`src/lkvc_pkg.sv`:
```
package lkvc_pkg;

   localparam logic ACT_LOOKUP = 1'b0;
   localparam logic ACT_INSERT = 1'b1;

   typedef struct packed {
      logic advance;
      logic insert_miss;
   } lkvc_ctl_type;

endpackage

```
`src/lkvc_if.sv`:
```
interface lkvc_req_if #(
   parameter int KEY_BITS   = 64,
   parameter int VALUE_BITS = 32
);
   logic                  valid;
   logic                  ready;
   logic                  action;
   logic [KEY_BITS-1:0]   key;
   logic [VALUE_BITS-1:0] value;

   modport source (output valid, action, key, value, input ready);
   modport sink (input valid, action, key, value, output ready);
   modport monitor (input valid, ready, action, key, value);
endinterface

interface lkvc_rsp_if #(
   parameter int VALUE_BITS = 32,
   parameter int ENTRY_BITS = 5
);
   logic                  valid;
   logic                  ready;
   logic                  found;
   logic [VALUE_BITS-1:0] data_out;
   logic [ENTRY_BITS-1:0] entries;

   modport source (output valid, found, data_out, entries, input ready);
   modport sink (input valid, found, data_out, entries, output ready);
   modport monitor (input valid, ready, found, data_out, entries);
endinterface

```
`src/lkvc_cell.sv`:
```
module lkvc_cell #(
   parameter int KEY_BITS   = 64,
   parameter int VALUE_BITS = 32
) (
   input  logic                   clock,
   input  logic                   reset,
   input  lkvc_pkg::lkvc_ctl_type ctl,
   input  logic [KEY_BITS-1:0]    key,
   input  logic [KEY_BITS-1:0]    prev_tag,
   input  logic [VALUE_BITS-1:0]  prev_value,
   input  logic                   prev_valid,
   input  logic                   hit_seen_in,
   input  logic [VALUE_BITS-1:0]  hit_value_in,
   output logic [KEY_BITS-1:0]    tag_out,
   output logic [VALUE_BITS-1:0]  value_out,
   output logic                   valid_out,
   output logic                   hit_seen_out,
   output logic [VALUE_BITS-1:0]  hit_value_out
);
   import lkvc_pkg::*;

   logic [KEY_BITS-1:0]   tag_ff;
   logic [VALUE_BITS-1:0] value_ff;
   logic                  valid_ff;
   logic                  own_hit;
   logic                  shift;

   // entries are kept in recency order: a shift pulls the more recent neighbor in
   assign own_hit       = valid_ff && (tag_ff == key);
   assign shift         = ctl.insert_miss || own_hit || hit_seen_in;
   assign hit_seen_out  = own_hit || hit_seen_in;
   assign hit_value_out = hit_value_in | (own_hit ? value_ff : '0);
   assign tag_out       = tag_ff;
   assign value_out     = value_ff;
   assign valid_out     = valid_ff;

   always_ff @(posedge clock) begin
      if (ctl.advance && shift) begin
         tag_ff   <= prev_tag;
         value_ff <= prev_value;
      end
      if (reset) begin
         valid_ff <= 1'b0;
      end else if (ctl.advance && shift) begin
         valid_ff <= prev_valid;
      end
   end

endmodule

```
`src/lru_key_value_cache_unit.sv`:
```
// Latency: a result is presented the cycle after its item is accepted.
// Throughput: one item per cycle while the result side is not stalled; a new item
// is taken while the result register drains. Compare and recency shift happen in one pass of the cell row.
// Reset: synchronous, active high; clears all valid bits and the entry count.
// Tag and value storage is not reset.
module lru_key_value_cache_unit #(
   parameter int CAPACITY   = 16,
   parameter int KEY_BITS   = 64,
   parameter int VALUE_BITS = 32
) (
   input logic       clock,
   input logic       reset,
   lkvc_req_if.sink  req_chan,
   lkvc_rsp_if.source rsp_chan
);
   import lkvc_pkg::*;

   localparam int ENTRY_BITS = $clog2(CAPACITY + 1);

   logic [KEY_BITS-1:0]   link_tag   [CAPACITY+1];
   logic [VALUE_BITS-1:0] link_value [CAPACITY+1];
   logic                  link_valid [CAPACITY+1];
   logic                  hit_seen   [CAPACITY+1];
   logic [VALUE_BITS-1:0] hit_value  [CAPACITY+1];

   lkvc_ctl_type          ctl;
   logic                  accept;
   logic                  hit_any;
   logic [ENTRY_BITS-1:0] count_ff;
   logic [ENTRY_BITS-1:0] count_in;

   logic                  rsp_valid_ff;
   logic                  found_ff;
   logic [VALUE_BITS-1:0] data_ff;
   logic [ENTRY_BITS-1:0] entries_ff;

   assign req_chan.ready  = !rsp_valid_ff || rsp_chan.ready;
   assign accept          = req_chan.valid && req_chan.ready;
   assign hit_any         = hit_seen[0];
   assign ctl.advance     = accept;
   assign ctl.insert_miss = (req_chan.action == ACT_INSERT) && !hit_any;

   assign link_tag[0]   = req_chan.key;
   assign link_value[0] = (req_chan.action == ACT_INSERT) ? req_chan.value : hit_value[0];
   assign link_valid[0] = 1'b1;
   assign hit_seen[CAPACITY]  = 1'b0;
   assign hit_value[CAPACITY] = '0;

   for (genvar i = 0; i < CAPACITY; i++) begin : g_cell
      lkvc_cell #(
         .KEY_BITS   (KEY_BITS),
         .VALUE_BITS (VALUE_BITS)
      ) u_cell (
         .clock         (clock),
         .reset         (reset),
         .ctl           (ctl),
         .key           (req_chan.key),
         .prev_tag      (link_tag[i]),
         .prev_value    (link_value[i]),
         .prev_valid    (link_valid[i]),
         .hit_seen_in   (hit_seen[i+1]),
         .hit_value_in  (hit_value[i+1]),
         .tag_out       (link_tag[i+1]),
         .value_out     (link_value[i+1]),
         .valid_out     (link_valid[i+1]),
         .hit_seen_out  (hit_seen[i]),
         .hit_value_out (hit_value[i])
      );
   end

   always_comb begin
      count_in = count_ff;
      if (ctl.insert_miss && (count_ff < ENTRY_BITS'(CAPACITY))) begin
         count_in = count_ff + 1'b1;
      end
   end

   always_ff @(posedge clock) begin
      if (accept) begin
         found_ff   <= hit_any;
         data_ff    <= (req_chan.action == ACT_LOOKUP) ? hit_value[0] : '0;
         entries_ff <= count_in;
      end
      if (reset) begin
         count_ff     <= '0;
         rsp_valid_ff <= 1'b0;
      end else begin
         if (accept) begin
            count_ff <= count_in;
         end
         if (accept) begin
            rsp_valid_ff <= 1'b1;
         end else if (rsp_chan.ready) begin
            rsp_valid_ff <= 1'b0;
         end
      end
   end

   assign rsp_chan.valid    = rsp_valid_ff;
   assign rsp_chan.found    = found_ff;
   assign rsp_chan.data_out = data_ff;
   assign rsp_chan.entries  = entries_ff;

endmodule

```
`src/flat_wrapper.sv`:
```
// flat-port wrapper written by rule: the top's interface ports become plain ports
module lru_key_value_cache_unit_flat import lkvc_pkg::*;
#(
   parameter int CAPACITY   = 16,
   parameter int KEY_BITS   = 64,
   parameter int VALUE_BITS = 32
)
  (clock, reset, req_chan_valid, req_chan_action, req_chan_key, req_chan_value, req_chan_ready, rsp_chan_valid, rsp_chan_found, rsp_chan_data_out, rsp_chan_entries, rsp_chan_ready);
  lkvc_req_if #(.KEY_BITS(KEY_BITS), .VALUE_BITS(VALUE_BITS)) req_chan_i ();
  lkvc_rsp_if #(.VALUE_BITS(VALUE_BITS), .ENTRY_BITS((5))) rsp_chan_i ();
  input logic clock;
  input logic reset;
  input wire logic [$bits(req_chan_i.valid)-1:0] req_chan_valid;
  input wire logic [$bits(req_chan_i.action)-1:0] req_chan_action;
  input wire logic [$bits(req_chan_i.key)-1:0] req_chan_key;
  input wire logic [$bits(req_chan_i.value)-1:0] req_chan_value;
  output wire logic [$bits(req_chan_i.ready)-1:0] req_chan_ready;
  output wire logic [$bits(rsp_chan_i.valid)-1:0] rsp_chan_valid;
  output wire logic [$bits(rsp_chan_i.found)-1:0] rsp_chan_found;
  output wire logic [$bits(rsp_chan_i.data_out)-1:0] rsp_chan_data_out;
  output wire logic [$bits(rsp_chan_i.entries)-1:0] rsp_chan_entries;
  input wire logic [$bits(rsp_chan_i.ready)-1:0] rsp_chan_ready;
  assign req_chan_i.valid = req_chan_valid;
  assign req_chan_i.action = req_chan_action;
  assign req_chan_i.key = req_chan_key;
  assign req_chan_i.value = req_chan_value;
  assign req_chan_ready = req_chan_i.ready;
  assign rsp_chan_valid = rsp_chan_i.valid;
  assign rsp_chan_found = rsp_chan_i.found;
  assign rsp_chan_data_out = rsp_chan_i.data_out;
  assign rsp_chan_entries = rsp_chan_i.entries;
  assign rsp_chan_i.ready = rsp_chan_ready;
  lru_key_value_cache_unit #(.CAPACITY(CAPACITY), .KEY_BITS(KEY_BITS), .VALUE_BITS(VALUE_BITS)) u_core (.clock(clock), .reset(reset), .req_chan(req_chan_i), .rsp_chan(rsp_chan_i));
endmodule
```
`config.mk`:
```
export PLATFORM = sky130hd
export DESIGN_NAME = lru_key_value_cache_unit_flat
export DESIGN_NICKNAME = d
export VERILOG_FILES = /design/src/lkvc_pkg.sv /design/src/lkvc_if.sv /design/src/lkvc_cell.sv /design/src/lru_key_value_cache_unit.sv /design/src/flat_wrapper.sv
export SDC_FILE = /design/constraint.sdc
export NUM_CORES = 2
export LEC_CHECK = 0
export BUFFER_PORTS_ARGS = -buffer_cell sky130_fd_sc_hd__clkbuf_2
export CORE_ASPECT_RATIO = 1.5
export CORE_MARGIN = 10
export CORE_UTILIZATION = 25
export DETAILED_ROUTE_END_ITERATION = 8
export PLACE_DENSITY = 0.39
export SLEW_MARGIN = 20
export SYNTH_ARGS = -nofsm -noshare
export SYNTH_HDL_FRONTEND = slang
export SYNTH_SLANG_ARGS = --single-unit
```
`constraint.sdc`:
```
create_clock -name clock -period 32.7 [get_ports clock]
set_input_delay 4.905 -clock clock [delete_from_list [all_inputs] [get_ports clock]]
set_output_delay 4.905 -clock clock [all_outputs]
set_load 0.02 [all_outputs]
```
==> out/qor.txt <==
Status = completed
Mapped cell area = 0.0640 sq mm
Die area = 0.277 sq mm
Post-route ant nets = 0
Die X = 433 microns
Layout cells sized above 1 = 13.7%
Post-synthesis average cell area = 16.7 sq um
Vias = 38600
CTS resizes = 0
IR drop worst, VDD = 40.6 uV
Crit path kind = in -> reg
Flops & latches, synth = 1596
Slew Viols, Final = 0
Worst Reg-to-Reg Cells = 12
Seq/Total Area, Yosys = 74.5%
Period Utilization, post-route = 33.6%
Critical path's slowest cell = a31oi_4
Initial DRC Count = 4640
Pwr per Cell Area = 62.4 mW/mm^2
Htree depth = 4
Start point of the critical path = req_chan_key[5]
CTS root buf = clkbuf_16
GPL Wtd Cong = 0.921
Sequential power share = 52.2%
Warnings, synthesis = 0
Sw frac = 25.2%
Congestion Overflow GR = 0
Top_reg_cell synth = edfxtp_1
Final hold viol count = 0
Int Pwr = 3.48 mW
GRT Overall Usage = 20.6%
Worst-path maximum fanout = 64
Post-Place Cells = 7233
Worst-path cell chain = clkbuf_2 > clkinv_1 > a222oi_1 > o2111ai_1 > nor4_1 > and4b_2 > buf_4 > nor3_2 > nand4_1 > inv_2 > a31oi_4 > buf_4 > buf_4
Fillers = 25200
CTS Buf Count = 180
WHS Endpoint = u_core.g_cell[3].u_cell.value_out[16]
Post-Route Skew = 73.1 ps
Largest net degree at the start of global routing = 93
EDFF count, synth = 1574
Via density = 5.11
MaxCap Viol Count = 0
First-pass iteration count of the detailed router = 6
Static Leak = 24.0 nW
Worst Hold Launch = u_core.g_cell[2].u_cell.value_out[16]
Port bufs = 140
Core ar. = 0.255 sq mm
RSZ-0062 raised after global routing = false
Asr flop ratio synth = 0%
Num rows = 227
Post-route DRC violation count = 0
# hold bufs at CTS = 0
Setup tns final = 0 ps
DP HPWL = 201000 microns
Initial antenna violation count = 15
Initial core utilization = 25.1%
Crit path capture type = flip-flop
Slew margin rel. = 25.7%
Worst skew pair latency = 870 ps
Routed WL = 295000 microns
Vias in the first global route = 38800
Non-filler cells, final = 7553
Hold Crit Class = reg -> reg
Flip-flop and latch area = 0.0477 sq mm
Fin crit period = 10980 ps
Crit path top cell by count = buf_4
Worst-margin pin slew = 1090 ps
Postcts setup bufs = 0
Slowest stage delay, CP = 860 ps
Maximum root-to-sink buffer count = 4
Req. time, crit path = 33160 ps
Combinational power share = 6.4%
Area Overhead vs Synth = 16.3%
Nets = 4197
IO Pins = 141
Drt wl/cell = 39.1 microns
Net Sw Power = 1.17 mW
Clock tree from TritonCTS = built
Footprint of the multi-input gates = 0.0152 sq mm
Final Setup Violations = 0
Nature of the critical path startpoint = input port
Clock share of power = 41.4%
First-pass GRT wire length = 382000 microns
Arrival @ worst endpoint = 11440 ps
Num Clock Sinks = 1596
Clock-pin slew on the worst setup and hold paths = 60 ps
Post-synth cell types = 63
Fmax = 0.0911 GHz
R2R Setup Slk = 25870 ps
RR Endpoint = u_core.g_cell[1].u_cell.tag_out[17]
Die height = 640 microns
Cells after synthesis = 3833
Reg2reg start = u_core.g_cell[5].u_cell.tag_out[6]
Syn_nets = 3935
Hold path depth = 0
layout by cell type, fill, tap and decap left out, drive strengths merged, types with 12 or more instances in the layout:
master   netlist  routed
edfxtp      1574    1574
xor2         447     447
clkbuf        51     353
xnor2        317     317
nor4         150     150
a22oi        144     144
nand4        135     135
buf          136     131
inv          101     107
nand2b        79      79
clkinv         3      79
a221oi        66      66
nor2b         62      62
a22o          60      60
nand3         55      55
o22ai         52      52
nor2          41      41
nand2         40      40
nor3          31      31
a21oi         30      30
o2111ai       29      29
mux2          29      29
o2bb2ai       25      25
a222oi        25      25
dfxtp         22      22
o221ai        16      16
o21ai         16      16
mux2i         15      15
a2111oi       12      12
final cells by class:
| cell class | count | share of cell area [%] |
|---|---|---|
| flip-flops and latches | 1596 | 64.1 |
| inverters | 104 | 0.529 |
| multi-input cells | 1946 | 20.4 |
| repair buffers | 267 | 2.24 |
| well taps | 3320 | 5.58 |
| clock buffers | 217 | 6.28 |
| clock inverters | 94 | 0.835 |
| diodes | 9 | 0.0303 |
worst max-delay path by stage:
stage,to,slack [ps]
global placement,u_core.g_cell[1].u_cell.tag_out[28],20950
finish,u_core.g_cell[1].u_cell.tag_out[17],21720
CTS,u_core.g_cell[1].u_cell.tag_out[56],21790
global route,u_core.g_cell[1].u_cell.tag_out[20],21700
detailed placement,u_core.g_cell[1].u_cell.tag_out[28],20930
floorplan,u_core.g_cell[10].u_cell.valid_out,18190
power by group through the flow:
stage | registers, mW | logic (mW) | clock network, mW
3_5_place_dp | 2.46 | 0.298 | 0
4_1_cts | 2.42 | 0.299 | 1.96
2_1_floorplan | 2.43 | 0.147 | 0
3_3_place_gp | 2.47 | 0.301 | 0
6_report | 2.42 | 0.298 | 1.93
5_1_grt | 2.43 | 0.306 | 2.04
critical path: cells and delay by family:
| family | cells | cell delay [ps] |
|---|---|---|
| compound gates | 3 | 1500 |
| buf+inv | 6 | 3300 |
| simple gates | 4 | 1560 |
registers in the layout (all words and copies together) (netlist names):
register,count
u_core.rsp_chan.data_out,32
u_core.rsp_chan.valid,1
u_core.count_ff,5
u_core.g_cell.u_cell.valid_out,16
u_core.rsp_chan.found,1
u_core.g_cell.u_cell.value_out,512
u_core.rsp_chan.entries,5
u_core.g_cell.u_cell.tag_out,1024
synth_stat cells (all sizes together), types with 4 or more instances:
cell / number / area (sq um)
o211ai: 4 / 30.0
o221ai: 16 / 140
nor4: 150 / 1050
dfxtp: 22 / 440
a221o: 8 / 80.1
nand3: 55 / 275
xnor2: 317 / 2780
a21oi: 30 / 150
nand4: 135 / 845
mux2i: 15 / 150
inv: 101 / 379
a22oi: 144 / 1080
a221oi: 66 / 578
or4: 11 / 82.6
nor2: 41 / 154
a222oi: 25 / 250
a2bb2oi: 5 / 43.8
buf: 136 / 711
nor2b: 62 / 388
o2111ai: 29 / 254
mux2: 29 / 327
a2111oi: 12 / 105
a2111o: 4 / 45.0
nand2: 40 / 153
o2bb2ai: 25 / 219
a22o: 60 / 526
edfxtp: 1574 / 47300
and3: 4 / 25.0
nor3: 31 / 165
xor2: 447 / 3920
clkbuf: 51 / 191
nand2b: 79 / 494
o22ai: 52 / 325
o21ai: 16 / 80.1
metal layers:
layer / routed length, microns / GRT usage, % / up-vias / share of wire [%]
met4: 23600 / 13.4 / 4 / 8.0
met3: 16000 / 2.79 / 608 / 5.4
li1: - / - / 15500 / -
met5: 21 / 0 / - / 0.0071
met2: 148000 / 36.3 / 2030 / 50
met1: 107000 / 23.1 / 20500 / 36
per-stage QoR:
step	utilization [%]	worst slack, ps	hold WS, ps	area [sq um]	total power, mW
CTS	29.2	21790	385	74400	4.68
detailed placement	27.1	20930	434	69100	2.76
global placement	27.1	20950	430	69100	2.77
global route	29.2	21700	405	74400	4.77
finish	29.2	21720	399	74500	4.65
floorplan	-	18190	425	64000	2.58
cell families after synthesis:
group	synth area share, %
AOI/OAI and AO/OA	6.33
xor gates and xnor gates	10.5
adders and majority gates	0.0195
buffers and inverters	2.02
DFF	74.5
muxes	0.745
and+or+nand+nor	5.89
(Power assumes the default switching activity.)
